===== src/rtl/egcd_pkg.sv =====
// Shared widths, types, codes and control structs for the extended gcd block.
package egcd_pkg;

  localparam int WIDTH        = 32;
  localparam int KW           = $clog2(WIDTH);
  localparam int CW           = WIDTH + 2;
  localparam int IN_DATA_W    = ((2 * WIDTH + 7) / 8) * 8;
  localparam int OUT_FIELDS_W = 4 * WIDTH - 2;
  localparam int OUT_DATA_W   = ((OUT_FIELDS_W + 7) / 8) * 8;

  localparam logic [1:0] ST_OK          = 2'd0;
  localparam logic [1:0] ST_BAD_MOD     = 2'd1;
  localparam logic [1:0] ST_NOT_COPRIME = 2'd2;

  typedef enum logic [3:0] {
    S_IDLE,
    S_START,
    S_RALIGN,
    S_RSUB,
    S_EGINIT,
    S_ALIGN,
    S_SUB,
    S_FIXUP,
    S_SIGN,
    S_DONE
  } state_t;

  typedef enum logic [3:0] {
    CMD_NONE,
    CMD_LOAD,
    CMD_RINIT,
    CMD_ALIGN,
    CMD_RSUB,
    CMD_SUB,
    CMD_EGINIT,
    CMD_FIXUP,
    CMD_SIGN
  } cmd_t;

  typedef struct packed {
    cmd_t cmd;
    logic out_wr;
  } dp_ctrl_t;

  typedef struct packed {
    logic func;
    logic bad_mod;
    logic can_shift;
    logic k_zero;
    logic rem_zero;
    logic trivial;
  } dp_stat_t;

  typedef struct packed {
    logic [WIDTH-2:0] gcd;
    logic [WIDTH-1:0] u;
    logic [WIDTH-1:0] v;
    logic [WIDTH-2:0] inv;
    logic [1:0]       st;
  } result_t;

endpackage


===== src/rtl/egcd_ctrl.sv =====
// Sequencer for the extended gcd datapath.
module egcd_ctrl (
  input  logic                clk,
  input  logic                rst_n,
  input  logic                in_valid,
  input  logic                out_free,
  input  egcd_pkg::dp_stat_t  stat,
  output egcd_pkg::dp_ctrl_t  ctl,
  output logic                in_ready
);
  import egcd_pkg::*;

  state_t state_r, state_nxt;

  always_ff @(posedge clk) begin
    if (!rst_n) begin
      state_r <= S_IDLE;
    end else begin
      state_r <= state_nxt;
    end
  end

  always_comb begin
    state_nxt = state_r;
    unique case (state_r)
      S_IDLE:   if (in_valid) state_nxt = S_START;
      S_START: begin
        priority if (stat.bad_mod) state_nxt = S_DONE;
        else if (stat.func)        state_nxt = S_RALIGN;
        else                       state_nxt = S_EGINIT;
      end
      S_RALIGN: if (!stat.can_shift) state_nxt = S_RSUB;
      S_RSUB:   if (stat.k_zero) state_nxt = S_EGINIT;
      S_EGINIT: state_nxt = stat.trivial ? S_FIXUP : S_ALIGN;
      S_ALIGN:  if (!stat.can_shift) state_nxt = S_SUB;
      S_SUB: begin
        if (stat.k_zero) state_nxt = stat.rem_zero ? S_FIXUP : S_ALIGN;
      end
      S_FIXUP:  state_nxt = S_SIGN;
      S_SIGN:   state_nxt = S_DONE;
      S_DONE:   if (out_free) state_nxt = S_IDLE;
      default:  state_nxt = S_IDLE;
    endcase
  end

  always_comb begin
    ctl.cmd    = CMD_NONE;
    ctl.out_wr = 1'b0;
    in_ready   = 1'b0;
    unique case (state_r)
      S_IDLE: begin
        in_ready = 1'b1;
        if (in_valid) ctl.cmd = CMD_LOAD;
      end
      S_START:  if (!stat.bad_mod && stat.func) ctl.cmd = CMD_RINIT;
      S_RALIGN: ctl.cmd = CMD_ALIGN;
      S_RSUB:   ctl.cmd = CMD_RSUB;
      S_EGINIT: ctl.cmd = CMD_EGINIT;
      S_ALIGN:  ctl.cmd = CMD_ALIGN;
      S_SUB:    ctl.cmd = CMD_SUB;
      S_FIXUP:  ctl.cmd = CMD_FIXUP;
      S_SIGN:   ctl.cmd = CMD_SIGN;
      S_DONE:   ctl.out_wr = out_free;
      default:  ctl.cmd = CMD_NONE;
    endcase
  end

endmodule


===== src/rtl/egcd_dp.sv =====
// Shift-subtract Euclid datapath with Bezout coefficient tracking.
module egcd_dp (
  input  logic                         clk,
  input  logic                         in_func,
  input  logic [egcd_pkg::WIDTH-1:0]   in_opa,
  input  logic [egcd_pkg::WIDTH-1:0]   in_opb,
  input  egcd_pkg::dp_ctrl_t           ctl,
  output egcd_pkg::dp_stat_t           stat,
  output egcd_pkg::result_t            result
);
  import egcd_pkg::*;

  logic                 func_r;
  logic [WIDTH-1:0]     opa_r, opb_r;
  logic [WIDTH-1:0]     a_r, b_r, bs_r;
  logic signed [CW-1:0] us_r, vs_r, u0_r, v0_r, u1_r, v1_r;
  logic [KW-1:0]        k_r;
  logic                 odd_r, sa_neg_r, sa_zero_r, sb_neg_r, sb_zero_r;

  logic                 ge, can_shift, k_zero, first_trivial;
  logic [WIDTH-1:0]     a_sub, mag_a, mag_b, eg_a, eg_b;
  logic signed [CW-1:0] u_sub, v_sub, n_ext, inv_full;

  always_comb begin
    ge        = (a_r >= bs_r);
    a_sub     = ge ? (a_r - bs_r) : a_r;
    u_sub     = ge ? (u0_r - us_r) : u0_r;
    v_sub     = ge ? (v0_r - vs_r) : v0_r;
    can_shift = ({bs_r, 1'b0} <= {1'b0, a_r});
    k_zero    = (k_r == '0);
    mag_a     = opa_r[WIDTH-1] ? (~opa_r + WIDTH'(1)) : opa_r;
    mag_b     = opb_r[WIDTH-1] ? (~opb_r + WIDTH'(1)) : opb_r;
    eg_a      = func_r ? opa_r : mag_a;
    eg_b      = func_r ? a_r : mag_b;
    first_trivial = (eg_b == '0) || (eg_a == eg_b);
  end

  assign stat.func      = func_r;
  assign stat.bad_mod   = func_r && (opa_r[WIDTH-1] || (opa_r == '0));
  assign stat.can_shift = can_shift;
  assign stat.k_zero    = k_zero;
  assign stat.rem_zero  = (a_sub == '0);
  assign stat.trivial   = first_trivial || (eg_a == '0);

  always_ff @(posedge clk) begin
    unique case (ctl.cmd)
      CMD_LOAD: begin
        func_r <= in_func;
        opa_r  <= in_opa;
        opb_r  <= in_opb;
      end
      CMD_RINIT: begin
        a_r  <= mag_b;
        bs_r <= opa_r;
        k_r  <= '0;
      end
      CMD_ALIGN: begin
        if (can_shift) begin
          bs_r <= {bs_r[WIDTH-2:0], 1'b0};
          us_r <= us_r <<< 1;
          vs_r <= vs_r <<< 1;
          k_r  <= k_r + KW'(1);
        end
      end
      CMD_RSUB: begin
        a_r <= a_sub;
        if (!k_zero) begin
          bs_r <= bs_r >> 1;
          k_r  <= k_r - KW'(1);
        end
      end
      CMD_SUB: begin
        if (k_zero) begin
          // quotient done: rotate (a, b) and the coefficient pairs
          a_r   <= b_r;
          b_r   <= a_sub;
          bs_r  <= a_sub;
          u0_r  <= u1_r;
          v0_r  <= v1_r;
          u1_r  <= u_sub;
          v1_r  <= v_sub;
          us_r  <= u_sub;
          vs_r  <= v_sub;
          odd_r <= ~odd_r;
        end else begin
          a_r  <= a_sub;
          u0_r <= u_sub;
          v0_r <= v_sub;
          bs_r <= bs_r >> 1;
          us_r <= us_r >>> 1;
          vs_r <= vs_r >>> 1;
          k_r  <= k_r - KW'(1);
        end
      end
      CMD_EGINIT: begin
        sa_neg_r  <= !func_r && opa_r[WIDTH-1];
        sa_zero_r <= (opa_r == '0);
        sb_neg_r  <= opb_r[WIDTH-1];
        sb_zero_r <= (eg_b == '0);
        odd_r     <= 1'b0;
        priority if (first_trivial) begin
          a_r  <= eg_a;
          u0_r <= CW'(1);
          v0_r <= '0;
        end else if (eg_a == '0) begin
          a_r  <= eg_b;
          u0_r <= '0;
          v0_r <= CW'(1);
        end else begin
          a_r  <= eg_a;
          b_r  <= eg_b;
          bs_r <= eg_b;
          k_r  <= '0;
          u0_r <= CW'(1);
          v0_r <= '0;
          u1_r <= '0;
          v1_r <= CW'(1);
          us_r <= '0;
          vs_r <= CW'(1);
        end
      end
      CMD_FIXUP: begin
        // odd step count leaves u <= 0: move to the other solution
        if (odd_r) begin
          u0_r <= u0_r + u1_r;
          v0_r <= v0_r + v1_r;
        end
      end
      CMD_SIGN: begin
        u0_r <= sa_zero_r ? '0 : (sa_neg_r ? -u0_r : u0_r);
        v0_r <= sb_zero_r ? '0 : (sb_neg_r ? -v0_r : v0_r);
      end
      default: ;
    endcase
  end

  always_comb begin
    n_ext    = {{(CW-WIDTH){opa_r[WIDTH-1]}}, opa_r};
    inv_full = (!v0_r[CW-1] && (v0_r != '0)) ? v0_r : (v0_r + n_ext);
    result.gcd = a_r[WIDTH-2:0];
    result.u   = u0_r[WIDTH-1:0];
    result.v   = v0_r[WIDTH-1:0];
    result.inv = '0;
    result.st  = ST_OK;
    if (stat.bad_mod) begin
      result.gcd = '0;
      result.u   = '0;
      result.v   = '0;
      result.st  = ST_BAD_MOD;
    end else if (func_r) begin
      if (a_r != WIDTH'(1)) begin
        result.st = ST_NOT_COPRIME;
      end else if (opa_r != WIDTH'(1)) begin
        result.inv = inv_full[WIDTH-2:0];
      end
    end
  end

endmodule


===== src/rtl/extended_gcd_modular_inverse.sv =====
// Sequence per item: start, then (mode 1) reduction of k by n, then init, the Euclid steps,
// fixup, sign and done; each Euclid step is shift-subtract, one compare/subtract a cycle.
// Mode 1 reduces |k| by n in the same shift-subtract manner; a bad modulus goes from start to done.
// A new item is taken only after the current result has left done for the output register.
// in_tready is high only while idle; a full output register holds the sequencer in done,
// else the result waits there while the next item is taken. Reset (rst_n low, sync) idles all.
module extended_gcd_modular_inverse (
  input  logic                              clk,
  input  logic                              rst_n,
  input  logic                              in_tvalid,
  output logic                              in_tready,
  // fields from bit 0 up: operand_a, operand_b, zero pad
  input  logic [egcd_pkg::IN_DATA_W-1:0]    in_tdata,
  // fields from bit 0 up: func
  input  logic                              in_tuser,
  output logic                              out_tvalid,
  input  logic                              out_tready,
  // fields from bit 0 up: gcd_value, coeff_u, coeff_v, inverse, zero pad
  output logic [egcd_pkg::OUT_DATA_W-1:0]   out_tdata,
  // fields from bit 0 up: status
  output logic [1:0]                        out_tuser
);
  import egcd_pkg::*;

  dp_ctrl_t ctl;
  dp_stat_t stat;
  result_t  result;

  logic     out_valid_r;
  result_t  out_res_r;
  logic     out_free;

  // output register is free when empty or being drained this cycle
  assign out_free = !out_valid_r || out_tready;

  egcd_ctrl u_ctrl (
    .clk      (clk),
    .rst_n    (rst_n),
    .in_valid (in_tvalid),
    .out_free (out_free),
    .stat     (stat),
    .ctl      (ctl),
    .in_ready (in_tready)
  );

  egcd_dp u_dp (
    .clk     (clk),
    .in_func (in_tuser),
    .in_opa  (in_tdata[WIDTH-1:0]),
    .in_opb  (in_tdata[2*WIDTH-1:WIDTH]),
    .ctl     (ctl),
    .stat    (stat),
    .result  (result)
  );

  // result holding stage: loaded on the final sequencer cycle, cleared on transfer
  always_ff @(posedge clk) begin
    if (!rst_n) begin
      out_valid_r <= 1'b0;
    end else if (ctl.out_wr) begin
      out_valid_r <= 1'b1;
    end else if (out_tready) begin
      out_valid_r <= 1'b0;
    end
  end

  always_ff @(posedge clk) begin
    if (ctl.out_wr) begin
      out_res_r <= result;
    end
  end

  assign out_tvalid = out_valid_r;
  assign out_tdata  = {{(OUT_DATA_W-OUT_FIELDS_W){1'b0}},
                       out_res_r.inv, out_res_r.v, out_res_r.u, out_res_r.gcd};
  assign out_tuser  = out_res_r.st;

endmodule

===== config.mk =====
export PLATFORM = sky130hd
export DESIGN_NAME = extended_gcd_modular_inverse
export DESIGN_NICKNAME = d
export VERILOG_FILES = /design/src/rtl/egcd_pkg.sv /design/src/rtl/egcd_ctrl.sv /design/src/rtl/egcd_dp.sv /design/src/rtl/extended_gcd_modular_inverse.sv
export SDC_FILE = /design/constraint.sdc
export NUM_CORES = 2
export LEC_CHECK = 0
export BUFFER_PORTS_ARGS = -buffer_cell sky130_fd_sc_hd__clkbuf_2
export CORE_ASPECT_RATIO = 1.4
export CORE_MARGIN = 2
export CORE_UTILIZATION = 48
export CTS_BUF_LIST = sky130_fd_sc_hd__clkbuf_8
export DETAILED_ROUTE_END_ITERATION = 7
export PLACE_DENSITY = 0.69
export SLEW_MARGIN = 20
export SYNTH_ARGS = -nofsm -noshare
export SYNTH_HDL_FRONTEND = slang
export SYNTH_HIERARCHICAL = 1
export SYNTH_SLANG_ARGS = --single-unit

===== constraint.sdc =====
create_clock -name clk -period 32.6 [get_ports clk]
set_clock_uncertainty 0.05 [all_clocks]
set_input_delay 1.63 -clock clk [delete_from_list [all_inputs] [get_ports clk]]
set_output_delay 1.63 -clock clk [all_outputs]
set_load 0.01 [all_outputs]

Word level (Yosys, flattened, before mapping)
Cells that the tools add are included.

operators by class
  equal/unequal tests = 35
  bitwise operators = 5
  add/sub/neg operators = 12
  muxes and demuxes = 75
  $lt $le $gt $ge = 2
  reductions and logical operators = 39

operator list
  kind                                             count
  2-to-1 mux 34 bit                                22
  2-to-1 mux 32 bit                                14
  one-hot mux 34 bit (4 select lines)              2
  one-hot mux 34 bit (3 select lines)              2
  one-hot mux 32 bit (5 select lines)              1
  one-hot mux 34 bit (2 select lines)              2
  zero test 32 bit                                 4
  one-hot mux 32 bit (4 select lines)              1
  adder 34 bit                                     2
  negation 34 bit                                  2
  subtractor 34 bit                                2
  adder 32 x 1 -> 32 bit (second input constant)   2
  != test 32 x 1 -> 1 bit (second input constant)  2
  inverter 32 bit                                  2
  one-hot mux 32 bit (2 select lines)              1
  one-hot mux 4 bit (10 select lines)              1
  nonzero test 34 bit                              1
  <= comparator 33 x 32 -> 1 bit                   1
  == test 32 bit                                   1
  == test 4 x 3 -> 1 bit (second input constant)   8
  greater-or-equal comparator 32 bit               1
  one-hot mux 4 bit (8 select lines)               1
  subtractor 32 bit                                1
  adder 31 bit                                     1
  33 further kinds                                 91

storage, ports and cells
  register bits after elaboration = 508
  word-level logic and storage cells = 196
  output and inout port bits = 132
  input bits = 69

Depth between registers and ports, before layout
  depth in word-level cells = 11
  gate-level depth with buffers = 23

By module
Netlist, hierarchy kept.

modules (own cells, without submodules)
  module                        times used  cells each  area each (um^2)
  egcd_dp                       1           3,902       33,743.6
  extended_gcd_modular_inverse  1           135         3,911.3
  egcd_ctrl                     1           62          504.2

Worst setup path before layout
OpenSTA, ideal clock, no wires.

  path type = reg2reg
  start = register u_dp.func_r
  end = register u_dp.b_r[0], enable pin
  cell stages (with the launch flop) = 19
  period minus slack after synthesis = 11.550 ns
  path slack = 21.050 ns
  arrival = 10.803 ns
  library setup time = 0.697 ns
  path through = edfxtp_1 -> buf_2 -> clkbuf_1 -> clkbuf_1 -> clkbuf_1 -> buf_1 -> o21ai_1 -> clkinv_1 -> clkbuf_1 -> buf_4 -> nand3b_1 -> a21oi_1 -> clkbuf_1 -> nor2b_1 -> nand2_1 -> clkbuf_1 -> clkbuf_1 -> clkbuf_1 -> o21ai_0

RTL lines
  element                 RTL line        source
  from (decl)             egcd_dp.sv:13   logic func_r;
  from (signal assigned)  egcd_dp.sv:48   func_r <= in_func;
  to (signal assigned)    egcd_dp.sv:76   b_r <= a_sub;
  to (signal assigned)    egcd_dp.sv:111  b_r <= eg_b;
  to (decl)               egcd_dp.sv:15   logic [WIDTH-1:0] a_r, b_r, bs_r;

==> flow_metrics.env <==
export IMPL_status="complete, no violations"
export IMPL_drc=0
export IMPL_finalNonFillerCells=5363
export IMPL_wirelength_mm=142
export IMPL_seq_area_frac_synth=0.398
export IMPL_slew_violations=0
export IMPL_multiInputGateArea_um2=21600
export IMPL_htreeDepth=3
export IMPL_yosys_most_used_dff="edfxtp_1"
export IMPL_required_ns=32.90
export IMPL_io_pins=201
export IMPL_path_max_fanout=61
export IMPL_antenna_found_initial=6
export IMPL_synth_area_leaders="edfxtp_1 (40%), ha_1 (7.6%), a21oi_1 (4.8%)"
export IMPL_postCtsResizedCells=0
export IMPL_nets=4547
export IMPL_layout_commonest_cell="edfxtp_1"
export IMPL_grt_usage=0.338
export IMPL_syn2layout_area_growth_pct=10.4
export IMPL_clock_path_buffers=3
export IMPL_synthArstFlopShare=0
export IMPL_design_die_area_um2=81800
export IMPL_grt_max_degree=86
export IMPL_ys_types=102
export IMPL_cp_arrival_ns=6.98
export IMPL_timing_fmax_mhz=150
export IMPL_rsz0062_at_grt="false"
export IMPL_io_buffers=198
export IMPL_cellLeakagePower_nw=16.4
export IMPL_drive_gt1_frac=0.117
export IMPL_yosys_warnings=6
export IMPL_start_util=0.484
export IMPL_grt_pass1_wl_mm=209
export IMPL_first_pass_iters=6
export IMPL_ant_nets=0
export IMPL_die_w_um=242
export IMPL_fin_setup_tns_ns=0
export IMPL_slew_headroom=0.111
export IMPL_ctsHoldBuffers=0
export IMPL_syn_area_um2=38200
export IMPL_cts_tree="done"
export IMPL_drt_iter0_markers=3946
export IMPL_synth_top_area_cell="edfxtp_1"
export IMPL_hpwl_mm=101
export IMPL_viasPerCell=6.53
export IMPL_power_mw=4.68
export IMPL_numCtsBuffers=87
export IMPL_worst_pin_slew_ns=1.33
export IMPL_die_h_um=338
export IMPL_cts_setup_buffers=0
export IMPL_clk_pin_slew_ns=0.06
export IMPL_finalCritPeriodShare=0.205
export IMPL_cp_num_buf_inv=7
export IMPL_via_count=35000
export IMPL_final_hold_viol_count=0
export IMPL_synth_edf_count=503
export IMPL_path_class="reg -> reg"
export IMPL_synth_seq_cells=508
export IMPL_insertion_delay_ns=0.75
export IMPL_placementRows=122
export IMPL_clock_root_buffer="clkbuf_8"
export IMPL_yosysTopAreaCellShare=0.396
export IMPL_cts_sinks=508
export IMPL_grt_ovfl_total=0
export IMPL_post_synth_cell_area_avg_um2=9.31
export IMPL_cp_slowest_cell="buf_4"
export IMPL_startpoint_type="flop"
export IMPL_critPathMostFrequentCell="buf_4"
export IMPL_fillCellCount=7319
export IMPL_layout_min_cycle_time_ns=6.68
export IMPL_first_global_vias=33500
export IMPL_irDropWorstVdd_mv=0.0779
export IMPL_syn_inst=4099
export IMPL_crit_chain="or4_1 -> nor4_1 -> nand3_1 -> nor4_1 -> buf_4 -> o21ai_4 -> buf_4 -> clkinv_1 -> buf_4 -> nand3b_1 -> a21oi_1 -> buf_4 -> nor2b_1 -> nand3_4 -> o21ai_4 -> buf_4 -> buf_4"
export IMPL_power_density_nw_per_um2=111
export IMPL_cap_violations=0
export IMPL_end_kind="flop"
export IMPL_holdCritPathClass="reg -> reg"
export IMPL_setup_viol=0
export IMPL_core_area_um2=78900
export IMPL_dp_cells=5201
export IMPL_cpPeakStageDelay_ns=0.73
export IMPL_wl_per_cell_um=26.5
export IMPL_path_delay_family="buffers and inverters"
export IMPL_mostFrequentLayoutCells="edfxtp_1 (503), nor2_1 (429), a21oi_1 (360)"
export IMPL_regArea_um2=15200
export IMPL_gp_congestion=1.11
## logic make-up (layout without fill, tap and decap cells)
| group | count (synthesis) | in the layout | share of synthesized area |
|---|---|---|---|
| AO/OA/AOI/OAI | 1358 | 1358 | 0.235 |
| XOR/XNOR | 302 | 302 | 0.0693 |
| adder cells (fa/ha/maj) | 240 | 240 | 0.0801 |
| buffers and inverters | 406 | 613 | 0.0419 |
| flip-flops | 508 | 508 | 0.398 |
| multiplexers | 64 | 64 | 0.0178 |
| other | 1 | 4 | 0.0000983 |
| AND/OR/NAND/NOR | 1220 | 1220 | 0.158 |
## layer usage
layer / up-vias / track usage / wire length [um]
met4: 4 / 0.284 / 13600
met1: 16700 / 0.376 / 49700
li1: 15700 / - / -
met2: 1942 / 0.557 / 66200
met3: 639 / 0.0726 / 12600
met5: - / 0 / 30
## sequential cells by signal, summed over array words and instances, names as in the netlist
register        cells
out_tdata         126
out_tuser           2
out_tvalid          1
u_ctrl/state_r      4
u_dp/a_r           32
u_dp/b_r           32
u_dp/bs_r          32
u_dp/func_r         1
u_dp/k_r            5
u_dp/odd_r          1
u_dp/opa_r         32
u_dp/opb_r         32
u_dp/sa_neg_r       1
u_dp/sa_zero_r      1
u_dp/sb_neg_r       1
u_dp/sb_zero_r      1
u_dp/u0_r          34
u_dp/u1_r          34
u_dp/us_r          34
u_dp/v0_r          34
u_dp/v1_r          34
u_dp/vs_r          34
## worst reg2reg max path: cells and delay by family, from the launching register on
| family | cells | cell delay (ns) |
|---|---|---|
| AOI/OAI and AO/OA | 3 | 0.31 |
| buffers and inverters | 7 | 2.82 |
| DFF | 1 | 0.50 |
| and+or+nand+nor | 7 | 2.59 |
## cell usage after synthesis (70+ instances only)
library cell and number:
a21o_1 127, a21oi_1 363, a22oi_1 91, and2_1 70, clkbuf_1 173, edfxtp_1 503
ha_1 233, inv_1 184, nand2_1 217, nor2_1 434, nor3_1 88, o21ai_0 287
xnor2_1 181, xor2_1 121
## cell type report
class | count | area share
clock inverter | 70 | 0.0140
clock buffer | 88 | 0.0287
antenna | 2 | 0.000119
timing repair buffer | 268 | 0.0363
tap | 1054 | 0.0313
multi-input combinational | 3186 | 0.512
inverter | 187 | 0.0167
sequential | 508 | 0.361
## stage by stage
stage / setup slack [ns] / hold WS (ns) / cell area, um^2 / util
after floorplan: 21.05 / 0.374 / 38200 / -
after CTS: 25.99 / 0.511 / 42100 / 0.533
after global routing: 25.50 / 0.515 / 42100 / 0.534
after global placement: 26.02 / 0.482 / 40300 / 0.510
after detailed placement: 26.01 / 0.502 / 40300 / 0.510
final: 25.92 / 0.509 / 42100 / 0.534
## where the power goes
part	internal (mW)	total, mW	leakage [nW]	switching [mW]
sequential	1.02	1.26	4.61	0.232
combinational	0.965	2.80	10.8	1.83
clock	0.334	0.628	0.988	0.295
total	2.32	4.68	16.4	2.36
## worst paths after layout
path,end,depth (start not counted),slack [ns],startpoint
max,u_dp/v1_r[18],17,25.92,u_dp/opa_r[17]
min,out_tvalid,2,0.51,out_tvalid
max reg2reg,u_dp/v1_r[18],17,25.92,u_dp/opa_r[17]
min reg2reg,out_tvalid,2,0.51,out_tvalid
No activity file was read; power rests on OpenSTA's default activity.
